[config.mk]
export PLATFORM = sky130hd
export DESIGN_NAME = dci_front
export DESIGN_NICKNAME = d
export VERILOG_FILES = /design/src/hw/rtl/dci_pkg.sv /design/src/hw/rtl/dci_front.sv
export SDC_FILE = /design/constraint.sdc
export NUM_CORES = 2
export LEC_CHECK = 0
export BUFFER_PORTS_ARGS = -buffer_cell sky130_fd_sc_hd__buf_2
export CAP_MARGIN = 20
export CELL_PAD_IN_SITES_DETAIL_PLACEMENT = 0
export CELL_PAD_IN_SITES_GLOBAL_PLACEMENT = 1
export CORE_ASPECT_RATIO = 1.5
export CORE_UTILIZATION = 45
export CTS_CLUSTER_SIZE = 10
export DETAILED_ROUTE_END_ITERATION = 6
export GPL_TIMING_DRIVEN = 0
export HOLD_SLACK_MARGIN = 0.12
export PLACE_DENSITY = 0.87
export SETUP_SLACK_MARGIN = 0.1
export SLEW_MARGIN = 20
export SYNTH_ARGS = -nofsm -noshare
export SYNTH_HDL_FRONTEND = slang
export SYNTH_SLANG_ARGS = --single-unit
[constraint.sdc]
create_clock -name clk -period 6.8 [get_ports clk]
set_input_delay 2.04 -clock clk [delete_from_list [all_inputs] [get_ports clk]]
set_output_delay 2.04 -clock clk [all_outputs]
set_load 0.05 [all_outputs]
[src/hw/rtl/dci_pkg.sv]
// Shared types and constants for the disk collision impulse block.
// Used by every module of the block; depends on nothing.
`default_nettype none

package dci_pkg;

  localparam int VEL_W   = 16;
  localparam int POS_W   = 16;
  localparam int RAD_W   = 15;
  localparam int MASS_W  = 16;
  localparam int CFG_W   = 16;
  localparam int DIFF_W  = 17;
  localparam int PROD_W  = 34;
  localparam int DOT_W   = 35;
  localparam int MAG_W   = 34;
  localparam int RS_W    = 16;
  localparam int RS2_W   = 32;
  localparam int DIST_W  = 32;
  localparam int MSUM_W  = 17;
  localparam int ONEE_W  = 17;
  localparam int KMAG_W  = 51;
  localparam int DEN_W   = 49;
  localparam int MP_W    = 32;
  localparam int KLO_W   = 26;
  localparam int KHI_W   = KMAG_W - KLO_W;
  localparam int PLO_W   = KLO_W + MP_W;
  localparam int PHI_W   = KHI_W + MP_W;
  localparam int NUM_W   = 84;
  localparam int DV_W    = 64;
  localparam int REM_W   = 86;
  localparam int QBITS   = 21;
  localparam int SUM_W   = 23;
  localparam int LANES   = 4;

  localparam logic [CFG_W-1:0]  RESTITUTION_RESET = 16'd29491;
  localparam logic [ONEE_W-1:0] ONE_Q15 = 17'd32768;
  localparam logic [QBITS-1:0]  DELTA_CAP = 21'd1048576;

  localparam int MID_DEPTH = 8;
  localparam int MID_AW    = 3;
  localparam int MID_CW    = 4;
  localparam int OUT_DEPTH = 32;
  localparam int OUT_AW    = 5;
  localparam int OUT_CW    = 6;

  typedef enum logic [1:0] {
    OUT_NONE       = 2'd0,
    OUT_SEPARATING = 2'd1,
    OUT_IMPULSE    = 2'd2,
    OUT_COINCIDENT = 2'd3
  } outcome_t;

  typedef struct packed {
    outcome_t                   outcome;
    logic                       apply;
    logic signed [VEL_W-1:0]    avx;
    logic signed [VEL_W-1:0]    avy;
    logic signed [VEL_W-1:0]    bvx;
    logic signed [VEL_W-1:0]    bvy;
    logic signed [DIFF_W-1:0]   dx;
    logic signed [DIFF_W-1:0]   dy;
    logic [MAG_W-1:0]           dot_mag;
    logic [DIST_W-1:0]          dist2;
    logic [MASS_W-1:0]          am;
    logic [MASS_W-1:0]          bm;
  } mid_t;

  typedef struct packed {
    logic signed [VEL_W-1:0] avx;
    logic signed [VEL_W-1:0] avy;
    logic signed [VEL_W-1:0] bvx;
    logic signed [VEL_W-1:0] bvy;
    outcome_t                outcome;
  } result_t;

endpackage

`default_nettype wire

[src/hw/rtl/dci_front.sv]
// Front end: takes a disk pair, forms differences and products, classifies contact.
// Depends on dci_pkg.
`default_nettype none

module dci_front (
  input  logic                                 clk,
  input  logic                                 rst,
  input  logic                                 in_valid,
  input  logic signed [dci_pkg::POS_W-1:0]     a_pos_x,
  input  logic signed [dci_pkg::POS_W-1:0]     a_pos_y,
  input  logic signed [dci_pkg::VEL_W-1:0]     a_vel_x,
  input  logic signed [dci_pkg::VEL_W-1:0]     a_vel_y,
  input  logic [dci_pkg::RAD_W-1:0]            a_radius,
  input  logic [dci_pkg::MASS_W-1:0]           a_mass,
  input  logic signed [dci_pkg::POS_W-1:0]     b_pos_x,
  input  logic signed [dci_pkg::POS_W-1:0]     b_pos_y,
  input  logic signed [dci_pkg::VEL_W-1:0]     b_vel_x,
  input  logic signed [dci_pkg::VEL_W-1:0]     b_vel_y,
  input  logic [dci_pkg::RAD_W-1:0]            b_radius,
  input  logic [dci_pkg::MASS_W-1:0]           b_mass,
  output logic                                 out_valid,
  output dci_pkg::mid_t                        out_item
);

  logic                                v1, v2;
  logic signed [dci_pkg::DIFF_W-1:0]   dx1, dy1, dvx1, dvy1, dx2, dy2;
  logic [dci_pkg::RS_W-1:0]            rs1;
  logic [dci_pkg::MASS_W-1:0]          am1, bm1, am2, bm2;
  logic signed [dci_pkg::VEL_W-1:0]    avx1, avy1, bvx1, bvy1, avx2, avy2, bvx2, bvy2;
  logic signed [dci_pkg::PROD_W-1:0]   ddx2, ddy2, dtx2, dty2;
  logic [dci_pkg::RS2_W-1:0]           rs2_2;
  logic [dci_pkg::PROD_W-1:0]          dist2;
  logic signed [dci_pkg::DOT_W-1:0]    dot;
  logic                                overlap;

  always_ff @(posedge clk) begin
    if (rst) begin
      v1 <= 1'b0;
      v2 <= 1'b0;
    end else begin
      v1 <= in_valid;
      v2 <= v1;
    end
  end

  always_ff @(posedge clk) begin
    dx1  <= dci_pkg::DIFF_W'(b_pos_x) - dci_pkg::DIFF_W'(a_pos_x);
    dy1  <= dci_pkg::DIFF_W'(b_pos_y) - dci_pkg::DIFF_W'(a_pos_y);
    dvx1 <= dci_pkg::DIFF_W'(b_vel_x) - dci_pkg::DIFF_W'(a_vel_x);
    dvy1 <= dci_pkg::DIFF_W'(b_vel_y) - dci_pkg::DIFF_W'(a_vel_y);
    rs1  <= dci_pkg::RS_W'(a_radius) + dci_pkg::RS_W'(b_radius);
    // zero mass counts as one LSB
    am1  <= (a_mass == '0) ? dci_pkg::MASS_W'(1) : a_mass;
    bm1  <= (b_mass == '0) ? dci_pkg::MASS_W'(1) : b_mass;
    avx1 <= a_vel_x;
    avy1 <= a_vel_y;
    bvx1 <= b_vel_x;
    bvy1 <= b_vel_y;

    ddx2  <= dx1 * dx1;
    ddy2  <= dy1 * dy1;
    dtx2  <= dvx1 * dx1;
    dty2  <= dvy1 * dy1;
    rs2_2 <= rs1 * rs1;
    dx2   <= dx1;
    dy2   <= dy1;
    am2   <= am1;
    bm2   <= bm1;
    avx2  <= avx1;
    avy2  <= avy1;
    bvx2  <= bvx1;
    bvy2  <= bvy1;
  end

  assign dist2   = ddx2 + ddy2;
  assign dot     = dci_pkg::DOT_W'(dtx2) + dci_pkg::DOT_W'(dty2);
  assign overlap = dist2 < dci_pkg::PROD_W'(rs2_2);

  always_comb begin
    out_item.apply = 1'b0;
    if (!overlap) begin
      out_item.outcome = dci_pkg::OUT_NONE;
    end else if (dist2 == '0) begin
      out_item.outcome = dci_pkg::OUT_COINCIDENT;
    end else if (dot > 0) begin
      out_item.outcome = dci_pkg::OUT_SEPARATING;
    end else begin
      out_item.outcome = dci_pkg::OUT_IMPULSE;
      out_item.apply   = (dot != '0);
    end
    out_item.avx     = avx2;
    out_item.avy     = avy2;
    out_item.bvx     = bvx2;
    out_item.bvy     = bvy2;
    out_item.dx      = dx2;
    out_item.dy      = dy2;
    out_item.dot_mag = dci_pkg::MAG_W'(-dot);
    out_item.dist2   = dist2[dci_pkg::DIST_W-1:0];
    out_item.am      = am2;
    out_item.bm      = bm2;
  end

  assign out_valid = v2;

endmodule

`default_nettype wire

==> impl_metrics.yaml <==
setup_path:
  crit_fanout: 5
  path_common_cell: "buf_6"
  path_cells: "ha_4, a211oi_4, nor4b_4, o211ai_1, buf_4, a21oi_4, buf_6, nor4b_4, o31ai_4, a21oi_2, xnor2_2, ha_1, a21o_1, a21oi_2, nor2b_1, o21ai_1, a31oi_2, a211oi_2, o211ai_1, buf_6, nor3b_4, buf_6"
  cp_data_arrival_time_ps: 5070
  r2r_setup_slack_ps: -30
  critPathKind: "register to output port"
  cp_slowest_cell: "o31ai_4"
  max_stage_delay_ps: 340
  crit_cells: 22
  crit_required_ps: 4760
  crit_family: "compound AO/OA/AOI/OAI gates"
  path_buf_inv: 4
  startpoint_type: "register"
  worstReg2RegStart: "dx1[11]"
  reg2reg_to: "dtx2[33]"
  reg2regPathDepth: 24
  worstSetupEndpointType: "output port"
layout:
  drive_gt1_share_pct: 15.0
  final_common_cell: "inv_1"
  num-fill-cells: 13300
  stdcell_area_um2: 76800
  areaGrowthSynthToFinish_pct: 15.7
  final_cell_mix: "inv_1, fa_1, ha_1"
  layout.nets: 9784
  final_util_pct: 52.4
die:
  fp.dieH_um: 472
  die_w_um: 316
  pin_count: 393
  start_util_pct: 45.3
  core_area_um2: 147000
  placementRows: 172
  die_area_um2: 149000
routing:
  routedWlPerCell_um: 19.5
  viasPerCell: 5.18
  drc_errors: 42
  via_count: 49800
  ant_nets: 0
  drtIter0Drc: 2493
  firstDrtPassIters: 7
  wl_um: 187000
min_path:
  hold_start: "am1[1]"
  hp-class: "register to register"
  min_to: "am2[1]"
  holdPathStages: 0
synth:
  synth_area_leaders: "fa_1, dfxtp_1, ha_1, inv_1, and2_1"
  ys_seq_area_share_pct: 14.3
  synth_cell_type_count: 82
  async_reset_ff_share_pct: 0
  synth.top_cell.area_share_pct: 39.0
  synth_edf_count: 0
  synth.largest_area_cell: "fa_1"
  ys_ff_latch: 475
  synth_top_flop_cell: "dfxtp_1"
  synth.avg_cell_area_um2: 9.39
  netlist_area_um2: 66400
  synth_nets: 9188
  yosys_warnings: 0
  synthCells: 7070
grt:
  grt_pass1_vias: 55200
  grt_max_degree: 18
  grt_pass1_wl_um: 296000
  antenna_found_initial: 15
  grt.overflow.total: 0
  grt_use_total_pct: 26.0
placed_design:
  finalWeightedCongestion: 0.966
  dpl.hpwl_um: 155000
  portBuffers: 392
  dpl_worst_slack_ps: -2240
  place_area_um2: 70800
timing:
  maxSlewHeadroom_pct: 36.1
  clock_skew_ps: 20.4
  fmax_ghz: 0.141
  tightest_slew_ps: 951
  drv_slew: 0
  min_period_ps: 7110
  hold_slack_ps: 317
  rsz0062_at_grt: "true"
  hold_violations: 0
  worst_slack_ps: -310
  period_share_pct: 105
  setup_viol: 6
clocking:
  cts_root_buffer: "clkbuf_16"
  cts_inserted_buffers: 59
  clockBufferDepth: 3
  cts_tree: "done"
  clock-sinks: 475
  clk_latency_ps: 690
  htreeDepth: 2
  clkTransAtPathRegs_ps: 50
  hold_buffers: 0
status:
  status: "finished with violations"
  failed_checks: "DRC, setup timing"
flow_run:
  drv_cap: 0
## stage by stage
stage               TNS, ps  std cells
CTS                   -1890       9541
floorplan              -236       7070
global route          -2750       9611
finish                 -942       9613
global placement     -60880       9376
detailed placement   -60170       9378
## final cells by class
cell class	count	area, µm²	share of cell area, %
Inverter	1716	6460	8.40
Multi-Input combinational cell	4663	51300	66.8
Clock buffer	65	1520	1.98
Clock inverter	15	295	0.384
Antenna cell	14	35.0	0.0456
Buffer	215	1990	2.59
Tap cell	1914	2390	3.12
Timing Repair Buffer	536	3140	4.09
Sequential cell	475	9690	12.6
## logic make-up after synthesis
group                      Yosys count  synth area share, %
muxes                                7                0.111
adders and majority gates         1925                 50.9
AOI/OAI and AO/OA                  697                 6.82
buffers and inverters             1932                 10.9
and+or+nand+nor                   1714                 12.7
xor gates and xnor gates           320                 4.22
DFF                                475                 14.3
## flip-flops by register name, indices dropped and copies added (netlist names), 17 cells and up
signal / flops
dvy1: 17
dty2: 34
dy1: 17
dx1: 17
ddx2: 33
dvx1: 17
dtx2: 34
rs2_2: 31
ddy2: 33
## layer usage
metal  part of all wire, %  routed length (µm)  track usage [%]  up-vias
met1                    35               65200             27.9    25100
met2                    51               95700             46.3     1580
met3                   5.8               11000             3.69      563
met4                   8.2               15400             18.5        2
li1                      -                   -                -    22500
met5                0.0064                  12                0        -
## cells in the mapped netlist, types with 67 or more instances
library cell and number:
clkbuf_1 211, nor2_1 306, inv_1 1715, dfxtp_1 475
a21oi_1 196, a21o_1 96, o21ai_0 131, nor3_1 67
fa_1 1292, ha_1 633, nand2_1 601, and2_1 451
xnor2_1 258
## repair_timing
action                     CTS  global route
setup endpoints to repair  102            46
buffers inserted            83            68
pin swaps                   77           140
resized for setup          587           319
## worst max-delay path by stage
stage | start | to | slack (ps)
floorplan | ddx2[4] | out_item[197] | -110
CTS | ddy2[3] | out_item[196] | -390
finish | ddx2[3] | out_item[196] | -310
global route | ddx2[3] | out_item[196] | -510
global placement | dx1[4] | dtx2[32] | -2810
detailed placement | dx1[4] | dtx2[33] | -2240
Power is left out: the tool's default activity adds up to more than one toggle a clock period on the data nets, which glitch-free logic cannot reach.
