### src/hw/rtl/dci_pkg.sv
// Shared types and constants for the disk collision impulse block.
// Used by every module of the block; depends on nothing.
`default_nettype none

package dci_pkg;

  localparam int VEL_W   = 16;
  localparam int POS_W   = 16;
  localparam int RAD_W   = 15;
  localparam int MASS_W  = 16;
  localparam int CFG_W   = 16;
  localparam int DIFF_W  = 17;
  localparam int PROD_W  = 34;
  localparam int DOT_W   = 35;
  localparam int MAG_W   = 34;
  localparam int RS_W    = 16;
  localparam int RS2_W   = 32;
  localparam int DIST_W  = 32;
  localparam int MSUM_W  = 17;
  localparam int ONEE_W  = 17;
  localparam int KMAG_W  = 51;
  localparam int DEN_W   = 49;
  localparam int MP_W    = 32;
  localparam int KLO_W   = 26;
  localparam int KHI_W   = KMAG_W - KLO_W;
  localparam int PLO_W   = KLO_W + MP_W;
  localparam int PHI_W   = KHI_W + MP_W;
  localparam int NUM_W   = 84;
  localparam int DV_W    = 64;
  localparam int REM_W   = 86;
  localparam int QBITS   = 21;
  localparam int SUM_W   = 23;
  localparam int LANES   = 4;

  localparam logic [CFG_W-1:0]  RESTITUTION_RESET = 16'd29491;
  localparam logic [ONEE_W-1:0] ONE_Q15 = 17'd32768;
  localparam logic [QBITS-1:0]  DELTA_CAP = 21'd1048576;

  localparam int MID_DEPTH = 8;
  localparam int MID_AW    = 3;
  localparam int MID_CW    = 4;
  localparam int OUT_DEPTH = 32;
  localparam int OUT_AW    = 5;
  localparam int OUT_CW    = 6;

  typedef enum logic [1:0] {
    OUT_NONE       = 2'd0,
    OUT_SEPARATING = 2'd1,
    OUT_IMPULSE    = 2'd2,
    OUT_COINCIDENT = 2'd3
  } outcome_t;

  typedef struct packed {
    outcome_t                   outcome;
    logic                       apply;
    logic signed [VEL_W-1:0]    avx;
    logic signed [VEL_W-1:0]    avy;
    logic signed [VEL_W-1:0]    bvx;
    logic signed [VEL_W-1:0]    bvy;
    logic signed [DIFF_W-1:0]   dx;
    logic signed [DIFF_W-1:0]   dy;
    logic [MAG_W-1:0]           dot_mag;
    logic [DIST_W-1:0]          dist2;
    logic [MASS_W-1:0]          am;
    logic [MASS_W-1:0]          bm;
  } mid_t;

  typedef struct packed {
    logic signed [VEL_W-1:0] avx;
    logic signed [VEL_W-1:0] avy;
    logic signed [VEL_W-1:0] bvx;
    logic signed [VEL_W-1:0] bvy;
    outcome_t                outcome;
  } result_t;

endpackage

`default_nettype wire

### src/hw/rtl/dci_queue.sv
// Short queue between the front and back ends of the collision block.
// Depends on dci_pkg.
`default_nettype none

module dci_queue (
  input  logic                          clk,
  input  logic                          rst,
  input  logic                          push,
  input  dci_pkg::mid_t                 push_item,
  input  logic                          pop,
  output logic                          valid,
  output dci_pkg::mid_t                 head
);

  dci_pkg::mid_t                mem [dci_pkg::MID_DEPTH];
  logic [dci_pkg::MID_AW-1:0]   wr_ptr, rd_ptr;
  logic [dci_pkg::MID_CW-1:0]   count;

  always_ff @(posedge clk) begin
    if (push) begin
      mem[wr_ptr] <= push_item;
    end
  end

  always_ff @(posedge clk) begin
    if (rst) begin
      wr_ptr <= '0;
      rd_ptr <= '0;
      count  <= '0;
    end else begin
      if (push) wr_ptr <= wr_ptr + 1'b1;
      if (pop)  rd_ptr <= rd_ptr + 1'b1;
      if (push && !pop) begin
        count <= count + 1'b1;
      end else if (pop && !push) begin
        count <= count - 1'b1;
      end
    end
  end

  assign valid = (count != '0);
  assign head  = mem[rd_ptr];

endmodule

`default_nettype wire

### config.mk
export PLATFORM = sky130hd
export DESIGN_NAME = dci_queue
export DESIGN_NICKNAME = d
export VERILOG_FILES = /design/src/hw/rtl/dci_pkg.sv /design/src/hw/rtl/dci_queue.sv
export SDC_FILE = /design/constraint.sdc
export NUM_CORES = 1
export LEC_CHECK = 0
export BUFFER_PORTS_ARGS = -buffer_cell sky130_fd_sc_hd__buf_2
export CAP_MARGIN = 20
export CELL_PAD_IN_SITES_DETAIL_PLACEMENT = 1
export CELL_PAD_IN_SITES_GLOBAL_PLACEMENT = 2
export CORE_MARGIN = 4
export CORE_UTILIZATION = 49
export DETAILED_ROUTE_END_ITERATION = 12
export GPL_ROUTABILITY_DRIVEN = 0
export HOLD_SLACK_MARGIN = 0.08
export PLACE_DENSITY_LB_ADDON = 0.1
export SLEW_MARGIN = 40
export SYNTH_ARGS = -nofsm -noshare
export SYNTH_HDL_FRONTEND = slang
export SYNTH_SLANG_ARGS = --single-unit
### constraint.sdc
create_clock -name clk -period 22.3 [get_ports clk]
set_input_delay 4.46 -clock clk [delete_from_list [all_inputs] [get_ports clk]]
set_output_delay 4.46 -clock clk [all_outputs]
set_load 0.01 [all_outputs]
==> metrics.cfg, run 1 <==
[power_and_ir_drop]
leakagePower_uw=0.0221
p_per_area_mw_per_mm2=95.1
vdd_drop_max_v=0.0000737

[synth]
synth_seq_cells=1605
synth_edf_count=1592
yosysSeqAreaShare_pct=79.7
netlist_area_sq_mm=0.0603
synth_cells=2367
ys.flop_type=edfxtp_1
synthDistinctLibCells=24
yosys_warnings=0
syn_avg_cell_area_sq_um=25.5
synth.top_cells.by_area=edfxtp_1 (79%), mux4_2 (15%), mux2_2 (3.7%)
synth_fp_nets=2576
yosys.area.top_type=edfxtp_1
ys_async_sr_fraction_pct=0
yosysTopAreaCellShare_pct=79.3

[floorplan]
dieHeight_um=359
die_x_um=359
die_area_sq_mm=0.129
row_count=128
coreArea_sq_mm=0.122
pin_count=403
start_util_pct=49.4

[timing]
finalClockSkew_ns=0.0148
finalSetupViolCount=0
tns_ns=0
hold_viol=0
worst_pin_slew_ns=0.882
holdWs_ns=0.528
fin_crit_ns=9.59
finalMaxSlewViolations=0
fmax_mhz=104
rsz0062_at_grt=no
maxSlewHeadroom_pct=41.2
period_share_pct=43.0

[critical_path]
critPathKind=reg2out
worstPathRequired_ns=17.84
critPathSlowestCell=clkbuf_8
arrival_ns=5.13
critPathMaxStageDelay_ns=0.67
path_cells=buf_12 > buf_6 > buf_6 > buf_6 > clkbuf_8 > mux4_2 > mux2_2 > buf_2
crit_top_cell=buf_6
endpoint_kind=output pin
crit_path_max_fanout=52
cp-start-kind=register

[detailed_routing]
wl_per_cell_um=28.1
drt_iter0_markers=2124
routed_wirelength_um=131000
vias=26500
postRouteAntennaNets=0
drc=0
vias_per_cell=5.68
drt-pass1-iter-count=5

[global_route]
grt_util_all_layers_pct=20.8
grt_pass1_vias=29200
grt_first_pass_wirelength_um=194000
grt-ovfl-total=0
antenna_found_initial=53
grt_max_degree=109

[clocking]
path_clk_slew_ns=0.06
cts_max_level=4
cts-buffers-inserted=167
cts.sinks=1605
clockRootBuffer=clkbuf_16
cts_tree=done
post_cts_buffers=0
clock_latency_ns=0.77
ctsLongestPathBuffers=3
cts_resized=0
hold_buffers=0

[min_path]
worst_hold_path_type=reg2reg

[layout]
syn_to_final_growth_pct=15.8
layout-drive-gt1-share_pct=42.9
nets=3083
nFillCells=10200
seqCellArea_sq_mm=0.0481
multi_input_area_sq_mm=0.0116

[placed_design]
dpl.hpwl_um=71800
io_buffers=402

[flow_run]
max-cap-violations=0

[status]
status=finished clean

==> layout by cell type (no fill, tap or decap), types with 2 or more instances in the layout <==
| cell type | instances |
|---|---|
| inv_1 | 2 |
| clkinv_2 | 33 |
| edfxtp_1 | 1592 |
| nor3_2 | 2 |
| inv_6 | 10 |
| buf_16 | 5 |
| mux2i_1 | 3 |
| dfxtp_1 | 10 |
| a21oi_1 | 2 |
| nor2_4 | 6 |
| nand2_1 | 4 |
| buf_2 | 402 |
| dfxtp_4 | 3 |
| buf_4 | 9 |
| buf_12 | 12 |
| mux4_2 | 398 |
| clkbuf_8 | 2 |
| xor2_1 | 3 |
| nor2_1 | 13 |
| clkbuf_1 | 38 |
| xnor2_1 | 3 |
| diode_2 | 25 |
| clkbuf_16 | 172 |
| buf_6 | 20 |
| mux2_2 | 200 |
| bufinv_16 | 14 |
| ha_1 | 5 |
| nand2b_1 | 3 |
| clkinv_1 | 35 |
==> power by group <==
part	total (uW)	internal [uW]	switching, uW
clock network	2670	1570	1100
logic	548	255	293
registers	3420	3400	21.4
==> cell families after synthesis <==
kind of cell             count (synthesis)  synth area share (%)
buffers and inverters                  114                  1.11
AO/OA/AOI/OAI                            4                0.0395
XOR/XNOR                                 6                0.0872
adder cells (fa/ha/maj)                  6                 0.137
AND/OR/NAND/NOR                         31                 0.222
flip-flops                            1605                  79.7
multiplexers                           601                  18.7
==> metrics by stage <==
step / cell area, sq um / utilization [%] / std cells / setup slack [ns] / power [uW]
detailed placement: 64400 / 52.8 / 4329 / 13.17 / 4040
global route: 69700 / 57.1 / 4640 / 12.11 / 6910
global placement: 64100 / 52.5 / 4321 / 11.95 / 4020
finish: 69800 / 57.2 / 4660 / 12.71 / 6640
CTS: 69700 / 57.1 / 4634 / 12.27 / 6740
floorplan: 60300 / - / 2367 / 3.35 / 3850
==> cell usage after synthesis (all sizes together) (2+ instances only) <==
cell type,n
nand2,4
nor3,2
ha,5
xnor2,3
edfxtp,1592
nor2,19
inv,2
clkbuf,36
mux4,398
mux2,200
xor2,3
buf,76
dfxtp,13
a21oi,2
mux2i,3
nand2b,3
==> critical path: cells and delay by family (launching register included) <==
family / cells / cell delay, ns
flip-flops: 1 / 0.46
buffers and inverters: 6 / 2.80
multiplexers: 2 / 0.89
==> final timing paths <==
check | start | end | slack, ns | depth (start not counted)
worst max-delay path | register | head[102] | 12.71 | 8
worst min register to register | count[2] | count[2] | 0.53 | 2
worst max register to register | wr_ptr[0] | mem[1][64] | 19.21 | 4
worst min-delay path | count[2] | count[2] | 0.53 | 2
==> per-layer routing <==
layer	track usage (%)	up-vias	routed length [um]
li1	-	11300	-
met3	5.67	231	9380
met1	27.6	14200	53000
met4	5.18	32	2570
met2	34.5	722	65900
met5	0	-	195
==> state kept, by name, indices dropped and copies added, names as in the netlist, named ones only <==
register  flops
rd_ptr        3
wr_ptr        3
mem        1592
count         4
==> cell type report <==
| class | instances | share of cell area [%] |
|---|---|---|
| diodes | 25 | 0.0897 |
| clock buffers | 211 | 6.39 |
| clock inverters | 94 | 1.19 |
| inverters | 2 | 0.0108 |
| multi-input cells | 648 | 16.6 |
| flip-flops and latches | 1605 | 68.9 |
| well taps | 1625 | 2.91 |
| repair buffers | 450 | 3.89 |
No activity file was read; power rests on OpenSTA's default activity.
==> inputs of run 2 (changes only) <==
clock period = 9.6 ns   (was 22.3 ns; I/O delays follow)
==> run 2 against run 1 <==
Register-to-register slack worse by 12 ns. First-iteration DRC count is 4.3% higher. Via count is 0.64% higher. Non-clock buffer count is 1 higher.
==> metrics.cfg, run 2 (same netlist as run 1, synthesis figures left out) <==
[critical_path]
crit_path_max_fanout=34
critPathMaxStageDelay_ns=0.78
cp.depth=5
crit_buf_inv=3
crit_top_cell=buf_4
crit_family=buffers and inverters
critPathKind=reg2out
cp-start-kind=register
arrival_ns=3.95
worstPathRequired_ns=7.68
reg2reg_depth=4
endpoint_kind=output pin
path_cells=buf_4 > buf_4 > mux4_2 > mux2_2 > buf_2
critPathSlowestCell=dfxtp_4

[floorplan]
dieHeight_um=359
start_util_pct=49.4
coreArea_sq_mm=0.122
pin_count=403
row_count=128
die_x_um=359
die_area_sq_mm=0.129

[clocking]
ctsLongestPathBuffers=3
cts_resized=0
cts.sinks=1605
path_clk_slew_ns=0.06
post_cts_buffers=0
clockRootBuffer=clkbuf_16
clock_latency_ns=0.78
hold_buffers=0
cts_max_level=4
cts-buffers-inserted=165
cts_tree=done

[placed_design]
dpl.hpwl_um=71800
post_dp_cell_area_sq_mm=0.0645
io_buffers=402
place_inst=4329

[timing]
hold_viol=0
fin_crit_ns=5.87
rsz0062_at_grt=no
tns_ns=0
holdWs_ns=0.535
finalClockSkew_ns=0.0198
fmax_mhz=170
worst_pin_slew_ns=0.916
maxSlewHeadroom_pct=38.9
period_share_pct=61.1
finalSetupViolCount=0
finalMaxSlewViolations=0

[layout]
nFillCells=10100
final_area_sq_mm=0.0698
layout-drive-gt1-share_pct=42.9
top_regs=mem x1592, count x4
final_core_util_pct=57.2
final_common_cell=edfxtp_1
instances_no_fill=4650
largest_reg_flops=1592
nets=3082
syn_to_final_growth_pct=15.8
mostFrequentLayoutCells=edfxtp_1 (1592), buf_2 (402), mux4_2 (398)
regMostFlops=mem

[detailed_routing]
routed_wirelength_um=133000
vias_per_cell=5.73
vias=26600
drc=0
wl_per_cell_um=28.5
drt_iter0_markers=2216
drt-pass1-iter-count=5
postRouteAntennaNets=0

[global_route]
grt_max_degree=108
grt_util_all_layers_pct=20.9
grt_first_pass_wirelength_um=195000
antenna_found_initial=47
grt-ovfl-total=0
grt_pass1_vias=29500

[min_path]
min_path_cells=2
worst_hold_path_type=reg2reg

[flow_run]
max-cap-violations=0

[status]
status=finished clean

[power_and_ir_drop]
p_per_area_mw_per_mm2=219
vdd_drop_max_v=0.000178
leakagePower_uw=0.0221

run 2: cell types whose count changed in the layout (fill, tap and decap cells not counted), moves of 5 or more:
cell and delta:
buf_16 +7, clkbuf_1 -11, clkbuf_16 -7, clkinv_1 +5, clkinv_2 -5
run 2: area by class of cell:
type / instances / area (sq um) / share of cell area, %
Clock inverter: 98 / 853 / 1.22
Clock buffer: 196 / 4290 / 6.14
Multi-Input combinational cell: 648 / 11600 / 16.6
Sequential cell: 1605 / 48100 / 68.9
Tap cell: 1625 / 2030 / 2.91
Inverter: 2 / 7.51 / 0.0108
Antenna cell: 25 / 62.6 / 0.0896
Timing Repair Buffer: 451 / 2870 / 4.11
run 2: power breakdown:
| part | leakage (uW) | switching [uW] | internal [uW] |
|---|---|---|---|
| sequential | 0.0146 | 59.7 | 7890 |
| combinational | 0.00502 | 679 | 595 |
| clock | 0.00252 | 2610 | 3470 |
| total | 0.0221 | 3340 | 12000 |
run 2: worst paths after layout:
kind / start / endpoint / slack, ns
worst min register to register: count[2] / count[2] / 0.53
worst max register to register: wr_ptr[0] / mem[5][115] / 6.95
worst min-delay path: count[2] / count[2] / 0.53
worst max-delay path: register / head[15] / 3.73
run 2: worst min-delay path, stage by stage (launching register included):
cell and delay (ns):
dfxtp_1 0.35, a21oi_1 0.08, nor2_1 0.07
run 2: through the flow:
stage | power [uW] | worst slack, ns
after floorplan | 8920 | -1.47
after detailed placement | 9410 | 4.39
after global routing | 15900 | 3.35
after CTS | 15500 | 3.50
final | 15300 | 3.73
after global placement | 9350 | 4.44
run 2: layer usage:
layer	track usage (%)	share of wire [%]	vias to the layer above
met4	5.48	1.9	26
li1	-	-	11300
met3	5.45	7.2	208
met5	0	0.14	-
met1	28.4	41	14400
met2	34.2	50	715
==> inputs of run 3 (changes only) <==
clock period = 5.5 ns   (was 9.6 ns; I/O delays follow)
==> run 3 against run 2 <==
Register-to-register slack got worse by 3.9 ns. Clock-buffer cell count rose by 25. Flip-flop and latch count did not move. Die area did not move. Critical path depth fell by 1.
==> metrics.cfg, run 3 (same netlist as run 1, synthesis figures left out) <==
[status]
status=finished clean

[global_route]
grt-ovfl-total=0
grt_util_all_layers_pct=21.3
grt_first_pass_wirelength_um=199000
grt_pass1_vias=29900
antenna_found_initial=58
grt_max_degree=89

[power_and_ir_drop]
pwr-share-comb_pct=8.5
p_sw_share_pct=21.9
leakagePower_uw=0.0221
p_per_area_mw_per_mm2=379
vdd_drop_max_v=0.000310
pwr-share-seq_pct=52.4
power_switching_uw=5810
clkPwrFrac_pct=39.1
internal_power_uw=20700

[clocking]
ctsLongestPathBuffers=3
path_clk_slew_ns=0.06
cts-buffers-inserted=167
clockRootBuffer=clkbuf_16
cts_tree=done
post_cts_buffers=0
cts_resized=0
clock_latency_ns=0.78
cts_max_level=4
cts.sinks=1605
hold_buffers=0

[floorplan]
row_count=128
coreArea_sq_mm=0.122
pin_count=403
start_util_pct=49.4
die_x_um=359
dieHeight_um=359
die_area_sq_mm=0.129

[timing]
period_share_pct=77.3
finalClockSkew_ns=0.0193
finalSetupViolCount=0
tns_ns=0
worst_pin_slew_ns=0.817
finalMaxSlewViolations=0
maxSlewHeadroom_pct=45.5
fmax_mhz=235
setup_slack_ns=1.25
fin_crit_ns=4.25
rsz0062_at_grt=no
hold_viol=0

[critical_path]
worstPathRequired_ns=4.40
arrival_ns=3.15
crit_end=head[144]
cp.depth=4
r2r_setup_slack_ns=3.01
crit_path_max_fanout=26
timing.rr.end=mem[2][90]
endpoint_kind=output pin
r2r-start=wr_ptr[1]
crit_buf_inv=2
cp-start-kind=register
reg2reg_depth=4
critPathSlowestCell=dfxtp_4
critPathKind=reg2out
path_cells=buf_4 > mux4_2 > mux2_2 > buf_2
critPathMaxStageDelay_ns=0.82
crit_family=multiplexers

[layout]
layout-drive-gt1-share_pct=42.7
final_common_cell=edfxtp_1
nets=3101
final_area_sq_mm=0.0700
largest_reg_flops=1592
mostFrequentLayoutCells=edfxtp_1 (1592), buf_2 (402), mux4_2 (398)
nFillCells=10200
final_core_util_pct=57.3
instances_no_fill=4682
top_regs=mem x1592, count x4
syn_to_final_growth_pct=16.1
regMostFlops=mem

[detailed_routing]
routed_wirelength_um=134000
drt_iter0_markers=1915
wl_per_cell_um=28.6
vias=26700
vias_per_cell=5.70
drt-pass1-iter-count=5
postRouteAntennaNets=0
drc=0

[placed_design]
pre_cts_slack_ns=1.97
io_buffers=402
dpl.hpwl_um=75400
post_dp_cell_area_sq_mm=0.0649
place_inst=4348

[flow_run]
max-cap-violations=0

[min_path]
worst_hold_path_type=reg2reg

==> run 3: cell types whose count changed in the layout (fill, tap and decap cells not counted), sizes merged <==
cell      before  now
clkbuf       196  221
buf          451  468
diode         25   34
clkinv        72   64
bufinv        10    4
inv           15   12
clkinvlp       3    1
==> run 3: worst min path at each step <==
stage / from / endpoint / slack (ns) / cells after the start
after floorplan: count[2] / count[2] / 0.48 / 2
after global placement: rd_ptr[1] / register / 0.50 / 2
after detailed placement: rd_ptr[2] / register / 0.51 / 2
after CTS: push_item[37] / mem[1][37] / 0.50 / 1
after global routing: push_item[18] / mem[6][18] / 0.54 / 1
final: rd_ptr[2] / rd_ptr[2] / 0.54 / 2
==> run 3: final cells by class <==
cell class                      count  area, sq um  area share (%)
Sequential cell                  1605        48100            68.7
Multi-Input combinational cell    648        11600            16.6
Clock buffer                      221         4400            6.29
Timing Repair Buffer              468         3130            4.47
Tap cell                         1625         2030            2.91
Clock inverter                     79          598           0.855
Antenna cell                       34         85.1           0.122
Inverter                            2         7.51          0.0107
==> run 3: tightest hold or removal path: cells and delay by family, from the launching register on <==
| family | cells | cell delay, ns |
|---|---|---|
| xor+xnor | 1 | 0.06 |
| simple gates | 1 | 0.11 |
| flops | 1 | 0.32 |
==> run 3: through the flow <==
step | total power, uW | hold slack [ns]
detailed placement | 16500 | 0.510
CTS | 26800 | 0.496
floorplan | 15500 | 0.482
global route | 27500 | 0.536
global placement | 16400 | 0.503
finish | 26500 | 0.542
==> run 3: metal layers <==
metal / routed length (um) / vias to the layer above / GRT usage [%]
met2: 68200 / 674 / 35.4
met1: 53400 / 14400 / 27.6
met5: 169 / - / 0
li1: - / 11300 / -
met3: 9170 / 212 / 5.72
met4: 2950 / 26 / 6.84
==> run 3: power groups by stage <==
| stage | Clock (uW) | Combinational [uW] | Sequential [uW] |
|---|---|---|---|
| global placement | 0 | 2250 | 14100 |
| global route | 11200 | 2450 | 13900 |
| floorplan | 0 | 1410 | 14100 |
| finish | 10400 | 2260 | 13900 |
| CTS | 10600 | 2330 | 13900 |
| detailed placement | 0 | 2320 | 14100 |
